<file path="config.mk">
export PLATFORM = sky130hd
export DESIGN_NAME = periodic_task_tick_scheduler_core_flat
export DESIGN_NICKNAME = d
export VERILOG_FILES = /design/src/hdl/ptts_pkg.sv /design/src/hdl/ptts_if.sv /design/src/hdl/ptts_ram.sv /design/src/hdl/ptts_slot_alu.sv /design/src/hdl/periodic_task_tick_scheduler_core.sv /design/src/flat_wrapper.sv
export VERILOG_INCLUDE_DIRS = /design/src /design/src/hdl
export SDC_FILE = /design/constraint.sdc
export NUM_CORES = 1
export LEC_CHECK = 0
export BUFFER_PORTS_ARGS = -buffer_cell sky130_fd_sc_hd__clkbuf_2
export CAP_MARGIN = 20
export CORE_MARGIN = 10
export CORE_UTILIZATION = 40
export DETAILED_ROUTE_END_ITERATION = 10
export HOLD_SLACK_MARGIN = 0.06
export PLACE_DENSITY_LB_ADDON = 0.25
export SLEW_MARGIN = 25
export SYNTH_ARGS = -nofsm -noshare
export SYNTH_HDL_FRONTEND = slang
export SYNTH_SLANG_ARGS = --single-unit
</file>
<file path="constraint.sdc">
create_clock -name clk -period 7.25 [get_ports clk]
set_input_delay 0.3625 -clock clk [delete_from_list [all_inputs] [get_ports clk]]
set_output_delay 0.3625 -clock clk [all_outputs]
set_load 0.02 [all_outputs]
</file>
<file path="src/hdl/periodic_task_tick_scheduler_core_macros.svh">
// assertion macros for the periodic task tick scheduler
`ifndef PERIODIC_TASK_TICK_SCHEDULER_CORE_MACROS_SVH
`define PERIODIC_TASK_TICK_SCHEDULER_CORE_MACROS_SVH

`ifndef SYNTHESIS

// checked outside reset
`define PTTS_ASSERT(lbl, prop) \
  lbl: assert property (@(posedge clk) disable iff (rst) prop) \
    else $error("scheduler assertion failed");

// checked on every edge, reset included
`define PTTS_ASSERT_ALWAYS(lbl, prop) \
  lbl: assert property (@(posedge clk) prop) \
    else $error("scheduler assertion failed");

`else

`define PTTS_ASSERT(lbl, prop)
`define PTTS_ASSERT_ALWAYS(lbl, prop)

`endif

`endif

</file>
<file path="src/hdl/ptts_pkg.sv">
// types and constants shared by the periodic task tick scheduler
`timescale 1ns / 1ps

package ptts_pkg;

  localparam int CMD_W    = 3;
  localparam int IDX_W    = 3;
  localparam int PERIOD_W = 16;
  localparam int DELAY_W  = 8;
  localparam int MASK_W   = 8;
  localparam int SLOT_EXT_W = 7;

  typedef enum logic [CMD_W-1:0] {
    CMD_TICK    = 3'd0,
    CMD_CREATE  = 3'd1,
    CMD_DELETE  = 3'd2,
    CMD_SUSPEND = 3'd3,
    CMD_RESUME  = 3'd4
  } command_t;

  typedef enum logic [2:0] {
    S_IDLE,
    S_CMD_READ,
    S_CMD_WRITE,
    S_TICK,
    S_TICK_DRAIN,
    S_FINISH
  } state_t;

  typedef struct packed {
    logic                present;
    logic                resumed;
    logic [PERIOD_W-1:0] period;
    logic [PERIOD_W-1:0] countdown;
  } entry_t;

  localparam int ENTRY_W = $bits(entry_t);

  typedef struct packed {
    logic we;
    logic status;
    logic fire;
  } alu_res_t;

endpackage

</file>
<file path="src/hdl/ptts_if.sv">
// request and response channel interfaces
`timescale 1ns / 1ps

interface ptts_req_if;
  logic        valid;
  logic        ready;
  logic [2:0]  command;
  logic [2:0]  task_index;
  logic [15:0] period;
  logic [7:0]  first_delay;

  modport source (output valid, command, task_index, period, first_delay, input ready);
  modport sink   (input valid, command, task_index, period, first_delay, output ready);
endinterface

interface ptts_rsp_if;
  logic       valid;
  logic       ready;
  logic       status;
  logic [7:0] fire_mask;

  modport source (output valid, status, fire_mask, input ready);
  modport sink   (input valid, status, fire_mask, output ready);
endinterface

</file>
<file path="src/hdl/ptts_ram.sv">
// generic single write port ram with registered read
`timescale 1ns / 1ps

module ptts_ram #(
  parameter int WIDTH = 34,
  parameter int DEPTH = 8,
  parameter int ADDR_W = (DEPTH > 1) ? $clog2(DEPTH) : 1
) (
  input  logic              clk,
  input  logic              we,
  input  logic [ADDR_W-1:0] waddr,
  input  logic [WIDTH-1:0]  wdata,
  input  logic              re,
  input  logic [ADDR_W-1:0] raddr,
  output logic [WIDTH-1:0]  rdata
);

  logic [WIDTH-1:0] mem [DEPTH];

  always_ff @(posedge clk) begin
    if (we) begin
      mem[waddr] <= wdata;
    end
    if (re) begin
      rdata <= mem[raddr];
    end
  end

endmodule

</file>
<file path="src/hdl/ptts_slot_alu.sv">
// read-modify-write update of one task slot
`timescale 1ns / 1ps

module ptts_slot_alu (
  input  ptts_pkg::command_t             cmd,
  input  ptts_pkg::entry_t               cur,
  input  logic [ptts_pkg::PERIOD_W-1:0]  period,
  input  logic [ptts_pkg::DELAY_W-1:0]   first_delay,
  output ptts_pkg::entry_t               nxt,
  output ptts_pkg::alu_res_t             res
);

  import ptts_pkg::*;

  always_comb begin
    nxt = cur;
    res = '0;
    case (cmd)
      CMD_TICK: begin
        if (cur.resumed) begin
          if (cur.countdown != '0) begin
            nxt.countdown = cur.countdown - PERIOD_W'(1);
            res.we = 1'b1;
          end else if (cur.present) begin
            nxt.countdown = cur.period;
            res.fire = 1'b1;
            res.we = 1'b1;
          end
        end
      end
      CMD_CREATE: begin
        if (cur.present) begin
          res.status = 1'b1;
        end else begin
          nxt.present   = 1'b1;
          nxt.resumed   = 1'b1;
          nxt.period    = period;
          nxt.countdown = PERIOD_W'(first_delay);
          res.we = 1'b1;
        end
      end
      CMD_DELETE: begin
        nxt.present = 1'b0;
        res.we = 1'b1;
      end
      CMD_SUSPEND: begin
        nxt.resumed = 1'b0;
        res.we = 1'b1;
      end
      CMD_RESUME: begin
        nxt.resumed = 1'b1;
        res.we = 1'b1;
      end
      default: begin
        nxt = cur;
      end
    endcase
  end

endmodule

</file>
<file path="src/hdl/periodic_task_tick_scheduler_core.sv">
// Periodic task tick scheduler top level. The task table lives in one
// synchronous RAM of TASK_SLOTS entries (present, resumed, period, countdown),
// with a valid flop per entry so that entries never written read as an empty
// slot straight after reset; no clearing pass is needed. Create, delete,
// suspend and resume go from accepted beat to result through one read, one
// write-back and one output load. A tick walks the slots through the single
// RAM read port, one slot per cycle with the write-back of a slot overlapping
// the read of the next. Out-of-range slot indexes and unknown commands answer
// with a zero result. One beat is worked at a time; a finished result waits
// in the output register while the next beat is accepted and worked.
`timescale 1ns / 1ps

module periodic_task_tick_scheduler_core #(
  parameter int TASK_SLOTS = 8
) (
  input logic       clk,
  input logic       rst,
  ptts_req_if.sink  req,
  ptts_rsp_if.source rsp
);

  import ptts_pkg::*;

  `include "periodic_task_tick_scheduler_core_macros.svh"

  localparam int SLOT_W = (TASK_SLOTS > 1) ? $clog2(TASK_SLOTS) : 1;
  localparam logic [SLOT_W-1:0] LAST_SLOT = SLOT_W'(TASK_SLOTS - 1);

  state_t state;
  state_t state_next;

  command_t            cmd_q;
  logic [PERIOD_W-1:0] period_q;
  logic [DELAY_W-1:0]  delay_q;
  logic [SLOT_W-1:0]   ptr;
  logic [SLOT_W-1:0]   wb_slot;
  logic                wb_pend;
  logic                status_q;
  logic [MASK_W-1:0]   mask_q;
  logic [MASK_W-1:0]   fire_bits;
  logic [TASK_SLOTS-1:0] entry_valid;
  logic                rd_valid_q;

  logic                out_valid;
  logic                out_status;
  logic [MASK_W-1:0]   out_mask;

  logic                rd_en;
  logic [SLOT_W-1:0]   rd_addr;
  logic                proc;
  logic [ENTRY_W-1:0]  rdata;
  entry_t              cur;
  entry_t              nxt;
  alu_res_t            res;
  logic                ram_we;
  logic                accept;
  logic                out_free;
  command_t            req_cmd;
  logic [SLOT_EXT_W-1:0] idx_ext;
  logic                idx_ok;
  logic [SLOT_EXT_W-1:0] wb_slot_ext;

  assign accept   = req.valid && req.ready;
  assign out_free = !out_valid || rsp.ready;
  assign req_cmd  = command_t'(req.command);
  assign idx_ext  = SLOT_EXT_W'(req.task_index);
  assign idx_ok   = idx_ext < SLOT_EXT_W'(TASK_SLOTS);
  assign wb_slot_ext = SLOT_EXT_W'(wb_slot);

  assign req.ready     = (state == S_IDLE);
  assign rsp.valid     = out_valid;
  assign rsp.status    = out_status;
  assign rsp.fire_mask = out_mask;

  always_ff @(posedge clk) begin
    if (rst) begin
      state <= S_IDLE;
    end else begin
      state <= state_next;
    end
  end

  always_comb begin
    state_next = state;
    rd_en = 1'b0;
    rd_addr = wb_slot;
    proc = 1'b0;
    case (state)
      S_IDLE: begin
        if (req.valid) begin
          if (req_cmd == CMD_TICK) begin
            state_next = S_TICK;
          end else if (idx_ok && req_cmd inside {CMD_CREATE, CMD_DELETE,
                                                 CMD_SUSPEND, CMD_RESUME}) begin
            state_next = S_CMD_READ;
          end else begin
            state_next = S_FINISH;
          end
        end
      end
      S_CMD_READ: begin
        rd_en = 1'b1;
        state_next = S_CMD_WRITE;
      end
      S_CMD_WRITE: begin
        proc = 1'b1;
        state_next = S_FINISH;
      end
      S_TICK: begin
        rd_en = 1'b1;
        rd_addr = ptr;
        proc = wb_pend;
        if (ptr == LAST_SLOT) begin
          state_next = S_TICK_DRAIN;
        end
      end
      S_TICK_DRAIN: begin
        proc = 1'b1;
        state_next = S_FINISH;
      end
      S_FINISH: begin
        if (out_free) begin
          state_next = S_IDLE;
        end
      end
      default: begin
        state_next = S_IDLE;
      end
    endcase
  end

  // entries never written read as an empty slot
  assign cur = rd_valid_q ? entry_t'(rdata) : '0;
  assign ram_we = proc && res.we;

  ptts_slot_alu u_alu (
    .cmd         (cmd_q),
    .cur         (cur),
    .period      (period_q),
    .first_delay (delay_q),
    .nxt         (nxt),
    .res         (res)
  );

  ptts_ram #(
    .WIDTH (ENTRY_W),
    .DEPTH (TASK_SLOTS)
  ) u_ram (
    .clk   (clk),
    .we    (ram_we),
    .waddr (wb_slot),
    .wdata (ENTRY_W'(nxt)),
    .re    (rd_en),
    .raddr (rd_addr),
    .rdata (rdata)
  );

  always_comb begin
    for (int b = 0; b < MASK_W; b++) begin
      fire_bits[b] = proc && res.fire && (wb_slot_ext == SLOT_EXT_W'(b));
    end
  end

  always_ff @(posedge clk) begin
    if (rst) begin
      ptr <= '0;
      wb_slot <= '0;
      wb_pend <= 1'b0;
      entry_valid <= '0;
      rd_valid_q <= 1'b0;
      status_q <= 1'b0;
      mask_q <= '0;
      out_valid <= 1'b0;
    end else begin
      if (accept) begin
        ptr <= '0;
        wb_slot <= idx_ext[SLOT_W-1:0];
        status_q <= 1'b0;
        mask_q <= '0;
      end
      if (state == S_TICK) begin
        ptr <= ptr + SLOT_W'(1);
        wb_slot <= ptr;
        wb_pend <= 1'b1;
      end else begin
        wb_pend <= 1'b0;
      end
      if (rd_en) begin
        rd_valid_q <= entry_valid[rd_addr];
      end
      if (ram_we) begin
        entry_valid[wb_slot] <= 1'b1;
      end
      if (proc) begin
        status_q <= status_q | res.status;
        mask_q <= mask_q | fire_bits;
      end
      if (state == S_FINISH && out_free) begin
        out_valid <= 1'b1;
      end else if (rsp.ready) begin
        out_valid <= 1'b0;
      end
    end
  end

  always_ff @(posedge clk) begin
    if (accept) begin
      cmd_q <= req_cmd;
      period_q <= req.period;
      delay_q <= req.first_delay;
    end
    if (state == S_FINISH && out_free) begin
      out_status <= status_q;
      out_mask <= mask_q;
    end
  end

  `PTTS_ASSERT(a_mask_only_on_tick, (state == S_FINISH && cmd_q != CMD_TICK) |-> mask_q == '0)
  `PTTS_ASSERT(a_status_only_on_create, (state == S_FINISH && status_q) |-> cmd_q == CMD_CREATE)
  `PTTS_ASSERT(a_tick_rw_apart, (state == S_TICK && wb_pend) |-> wb_slot != ptr)
  `PTTS_ASSERT(a_valid_only_grows, !$past(rst) |-> ($past(entry_valid) & ~entry_valid) == '0)
  `PTTS_ASSERT_ALWAYS(a_no_write_when_idle, (state == S_IDLE || state == S_FINISH) |-> !ram_we)

endmodule

</file>
<file path="src/flat_wrapper.sv">
// flat-port wrapper written by rule: the top's interface ports become plain ports
module periodic_task_tick_scheduler_core_flat import ptts_pkg::*;
#(
  parameter int TASK_SLOTS = 8
)
  (clk, rst, req_valid, req_command, req_task_index, req_period, req_first_delay, req_ready, rsp_valid, rsp_status, rsp_fire_mask, rsp_ready);
  ptts_req_if req_i ();
  ptts_rsp_if rsp_i ();
  input logic clk;
  input logic rst;
  input wire logic [$bits(req_i.valid)-1:0] req_valid;
  input wire logic [$bits(req_i.command)-1:0] req_command;
  input wire logic [$bits(req_i.task_index)-1:0] req_task_index;
  input wire logic [$bits(req_i.period)-1:0] req_period;
  input wire logic [$bits(req_i.first_delay)-1:0] req_first_delay;
  output wire logic [$bits(req_i.ready)-1:0] req_ready;
  output wire logic [$bits(rsp_i.valid)-1:0] rsp_valid;
  output wire logic [$bits(rsp_i.status)-1:0] rsp_status;
  output wire logic [$bits(rsp_i.fire_mask)-1:0] rsp_fire_mask;
  input wire logic [$bits(rsp_i.ready)-1:0] rsp_ready;
  assign req_i.valid = req_valid;
  assign req_i.command = req_command;
  assign req_i.task_index = req_task_index;
  assign req_i.period = req_period;
  assign req_i.first_delay = req_first_delay;
  assign req_ready = req_i.ready;
  assign rsp_valid = rsp_i.valid;
  assign rsp_status = rsp_i.status;
  assign rsp_fire_mask = rsp_i.fire_mask;
  assign rsp_i.ready = rsp_ready;
  periodic_task_tick_scheduler_core #(.TASK_SLOTS(TASK_SLOTS)) u_core (.clk(clk), .rst(rst), .req(req_i), .rsp(rsp_i));
endmodule
</file>
==> metrics.txt <==
# TYPE chip_impl_metric gauge
chip_impl_info{name="worst-setup-path-type",value="flop to flop"} 1
chip_impl_metric{name="detailedRoute.firstIterationViolations",unit=""} 868
chip_impl_metric{name="floorplan.initialDensity",unit=""} 0.405
chip_impl_metric{name="worst_reg_to_reg_cells",unit=""} 10
chip_impl_metric{name="fp.dieW",unit="um"} 215
chip_impl_metric{name="drc",unit=""} 0
chip_impl_metric{name="total_power",unit="mW"} 5.34
chip_impl_metric{name="setup_viol",unit=""} 0
chip_impl_metric{name="achievable-frequency",unit="MHz"} 260
chip_impl_info{name="post_synth_most_frequent_cells",value="edfxtp_1 (342), nand2_1 (71), mux4_2 (68)"} 1
chip_impl_info{name="worst_setup_path_start_kind",value="flop"} 1
chip_impl_metric{name="timing.critical_path.required",unit="ns"} 7.46
chip_impl_metric{name="gr-usage-met1",unit=""} 0.203
chip_impl_info{name="cp_startpoint",value="u_core.rd_valid_q$_SDFFE_PP0P_"} 1
chip_impl_metric{name="grt_start_max_net_pins",unit=""} 74
chip_impl_info{name="unrepaired_setup_endpoints_after_global_routing",value="false"} 1
chip_impl_metric{name="grt_use_total",unit=""} 0.147
chip_impl_metric{name="share_seq_of_total_power",unit=""} 0.503
chip_impl_metric{name="leakage",unit="nW"} 5.83
chip_impl_info{name="synthTopCellsByArea",value="edfxtp_1 (67%), mux4_2 (10%), dfxtp_1 (3.8%)"} 1
chip_impl_metric{name="grt_overflow",unit=""} 0
chip_impl_info{name="status",value="finished, final reports clean"} 1
chip_impl_metric{name="fin_nets",unit=""} 1025
chip_impl_metric{name="clock_latency",unit="ns"} 0.53
chip_impl_metric{name="routabilityCongestion",unit=""} 0.892
chip_impl_metric{name="cp.arrival",unit="ns"} 4.05
chip_impl_metric{name="grt.met2_usage",unit=""} 0.237
chip_impl_metric{name="worst_ir_drop_vdd",unit="mV"} 0.202
chip_impl_metric{name="antenna_found_initial",unit=""} 0
chip_impl_metric{name="portBuffers",unit=""} 44
chip_impl_metric{name="h-tree-depth",unit=""} 2
chip_impl_metric{name="cts.sinks",unit=""} 371
chip_impl_metric{name="core-area",unit="um2"} 37700
chip_impl_metric{name="ys_warn_count",unit=""} 0
chip_impl_info{name="synth_top_flop_cell",value="edfxtp_1"} 1
chip_impl_info{name="cts-root-buf",value="clkbuf_16"} 1
chip_impl_metric{name="synth.distinct_cells",unit=""} 74
chip_impl_metric{name="total_switching_power",unit="mW"} 1.38
chip_impl_metric{name="min_period_over_period",unit=""} 0.530
chip_impl_metric{name="cts_post_setup_buffers_inserted",unit=""} 0
chip_impl_metric{name="seq_area_frac_synth",unit=""} 0.711
chip_impl_metric{name="pwr-share-clk",unit=""} 0.351
chip_impl_metric{name="slew_violations",unit=""} 0
chip_impl_info{name="endpoint_of_the_most_critical_setup_path",value="u_core.u_ram.mem[6][15]$_DFFE_PP_"} 1
chip_impl_metric{name="mappedNetlistNets",unit=""} 945
chip_impl_info{name="synth_most_common_cell",value="edfxtp_1"} 1
chip_impl_metric{name="synth-seq-cells",unit=""} 371
chip_impl_metric{name="crit_fanout",unit=""} 53
chip_impl_metric{name="reg2reg_slack",unit="ns"} 3.41
chip_impl_metric{name="power_density",unit="nW/um2"} 303
chip_impl_metric{name="cts_buffer_depth",unit=""} 3
chip_impl_metric{name="p_sw_frac",unit=""} 0.258
chip_impl_info{name="global_route.peak_usage_layer",value="met2"} 1
chip_impl_metric{name="detail-route-antenna-nets",unit=""} 0
chip_impl_metric{name="int_power",unit="mW"} 3.96
chip_impl_metric{name="drtPass1Iterations",unit=""} 5
chip_impl_info{name="reg_to_reg_start",value="u_core.rd_valid_q$_SDFFE_PP0P_"} 1
chip_impl_info{name="critical_path.reg2reg.endpoint",value="u_core.u_ram.mem[6][15]$_DFFE_PP_"} 1
chip_impl_metric{name="dieArea",unit="um2"} 46400
chip_impl_info{name="synth.largest_area_cell",value="edfxtp_1"} 1
chip_impl_metric{name="period_minus_slack",unit="ns"} 3.84
chip_impl_metric{name="synth-edff-count",unit=""} 342
chip_impl_metric{name="met3_routing_resource_usage_after_global_routing",unit=""} 0.0243
chip_impl_metric{name="num_io_pins",unit=""} 45
chip_impl_metric{name="timing.max_slew.rel_slack",unit=""} 0.313
chip_impl_info{name="timing.critical_path.to_type",value="flop"} 1
chip_impl_metric{name="power_frac_comb",unit=""} 0.146
chip_impl_metric{name="clk_pin_slew_worst_paths",unit="ns"} 0.05
chip_impl_metric{name="synth.cell_area",unit="um2"} 15300
chip_impl_metric{name="die_h",unit="um"} 215
chip_impl_metric{name="wire_length_of_the_first_global_routing_pass",unit="mm"} 53.0
chip_impl_metric{name="antenna-diode-count",unit=""} 0
chip_impl_metric{name="totalWireLength",unit="mm"} 34.5
chip_impl_metric{name="routed-via-count",unit=""} 8517
chip_impl_metric{name="max_cap_violations",unit=""} 0
chip_impl_metric{name="post_synth_inst_count",unit=""} 907
chip_impl_metric{name="final.setup_skew",unit="ns"} 0.0126
chip_impl_metric{name="totalNegativeSetupSlack",unit="ns"} 0
chip_impl_info{name="clock_tree_from_tritoncts",value="yes"} 1
chip_impl_metric{name="first_global_vias",unit=""} 8623
chip_impl_metric{name="core.rowCount",unit=""} 71
chip_impl_metric{name="layout-drive-gt1-share",unit=""} 0.248
chip_impl_metric{name="hold_violations",unit=""} 0
chip_impl_metric{name="synth_top_cell_area_share",unit=""} 0.673
chip_impl_metric{name="synthToLayoutAreaGrowth",unit="%"} 15.4
chip_impl_metric{name="place_hpwl",unit="mm"} 20.3
chip_impl_metric{name="fillerInstances",unit=""} 3258
chip_impl_metric{name="postSynth.asyncResetShare",unit=""} 0
chip_impl_metric{name="vias_per_cell",unit=""} 5.59
chip_impl_metric{name="routedWlPerCell",unit="um"} 22.7
chip_impl_metric{name="tightestPinTransition",unit="ns"} 1.02
chip_impl_metric{name="syn-mean-instance-area",unit="um2"} 16.8
chip_impl_metric{name="cts_buffers",unit=""} 39
chip_impl_info{name="type_of_the_worst_min_delay_path",value="input pin to flop"} 1
==> flip-flops by register name, summed over array words and instances (netlist names) <==
name,count
u_core.period_q,16
u_core.status_q,1
u_core.entry_valid,8
u_core.cmd_q,3
u_core.rsp.status,1
u_core.u_ram.rdata,34
u_core.state,3
u_core.rsp.valid,1
u_core.rsp.fire_mask,8
u_core.wb_slot,3
u_core.mask_q,8
u_core.u_ram.mem,272
u_core.ptr,3
u_core.delay_q,8
u_core.rd_valid_q,1
u_core.wb_pend,1
==> cells in the final DEF (no fill, tap or decap), types with 4 or more instances in the layout <==
cell,count
nor2_1,31
nor2_4,6
a32o_1,6
o21ai_0,30
nor4_1,8
mux2_2,36
ha_1,4
nand2_1,71
or3_1,7
clkbuf_16,39
o221ai_1,5
dfxtp_1,29
o22ai_1,10
inv_1,23
clkbuf_1,6
mux4_2,68
clkinv_2,9
o31ai_1,9
edfxtp_1,342
nor3_1,7
clkbuf_2,44
and2_1,6
buf_4,19
dlygate4sd3_1,27
nand3_1,27
a21oi_1,20
a31oi_1,7
a21o_1,4
nand4_1,7
a22oi_1,5
clkinv_1,8
o211ai_1,5
o2111ai_1,4
mux2i_1,4
==> worst min-delay path by stage <==
stage,depth (start not counted),startpoint,slack (ns),to
2_1_floorplan,0,u_core.mask_q[4]$_SDFFE_PP0P_,0.41,u_core.rsp.fire_mask[4]$_DFFE_PP_
6_report,3,req_task_index[1],0.11,u_core.wb_slot[1]$_SDFFE_PP0P_
5_1_grt,3,req_task_index[2],0.11,u_core.wb_slot[2]$_SDFFE_PP0P_
3_5_place_dp,0,u_core.mask_q[2]$_SDFFE_PP0P_,0.43,u_core.rsp.fire_mask[2]$_DFFE_PP_
4_1_cts,3,req_task_index[2],0.1,u_core.wb_slot[2]$_SDFFE_PP0P_
3_3_place_gp,0,u_core.mask_q[3]$_SDFFE_PP0P_,0.43,u_core.rsp.fire_mask[3]$_DFFE_PP_
==> worst max-delay path, cell delays in order (launching register included) <==
cell	delay, ns
dfxtp_1	0.31
buf_4	0.45
nand2_1	0.22
ha_1	0.33
nor3b_1	0.18
a41oi_1	0.22
buf_4	0.22
or4_4	0.16
nand3_2	0.27
nor2_4	0.71
buf_4	0.42
==> stage by stage <==
step                      hold slack, ns  instance area (um2)  setup slack [ns]   util  cells
after CTS                         0.0952                17600              3.43  0.468   1524
after detailed placement           0.426                16100              3.43  0.429   1430
final                              0.114                17600              3.41  0.468   1524
after global placement             0.425                16100              3.49  0.429   1430
after global routing               0.111                17600              3.21  0.468   1524
after floorplan                    0.408                15300              2.10      -    907
==> power groups by stage <==
stage	Combinational, mW	Sequential (mW)	Clock [mW]
global placement	0.763	2.72	0
floorplan	0.575	2.65	0
finish	0.778	2.68	1.87
CTS	0.787	2.68	1.91
global route	0.851	2.69	2.00
detailed placement	0.772	2.72	0
==> layer usage <==
| layer | part of all wire | vias to the layer above |
|---|---|---|
| met1 | 0.44 | 4368 |
| met2 | 0.48 | 280 |
| li1 | - | 3831 |
| met4 | 0.016 | 0 |
| met5 | 0 | - |
| met3 | 0.057 | 38 |
==> layout make-up <==
cell class | count | area, um2 | share of cell area
clock buffers | 45 | 998 | 0.0567
clock inverters | 22 | 198 | 0.0112
inverters | 23 | 86.3 | 0.00490
multi-input cells | 461 | 4200 | 0.238
flip-flops and latches | 371 | 10900 | 0.616
well taps | 511 | 639 | 0.0363
repair buffers | 91 | 644 | 0.0366
==> cell families after synthesis <==
| family | Yosys count | share of synthesized area |
|---|---|---|
| buffers and inverters | 75 | 0.0207 |
| and+or+nand+nor | 210 | 0.0718 |
| muxes | 111 | 0.132 |
| DFF | 371 | 0.711 |
| AOI/OAI and AO/OA | 136 | 0.0614 |
| adders and majority gates | 4 | 0.00328 |
==> repair_timing <==
item	CTS	global route
endpoints found under the hold margin	27	0
hold buffers	27	0
resized for setup	0	0
Note: power is estimated with default switching activity, not from simulation.
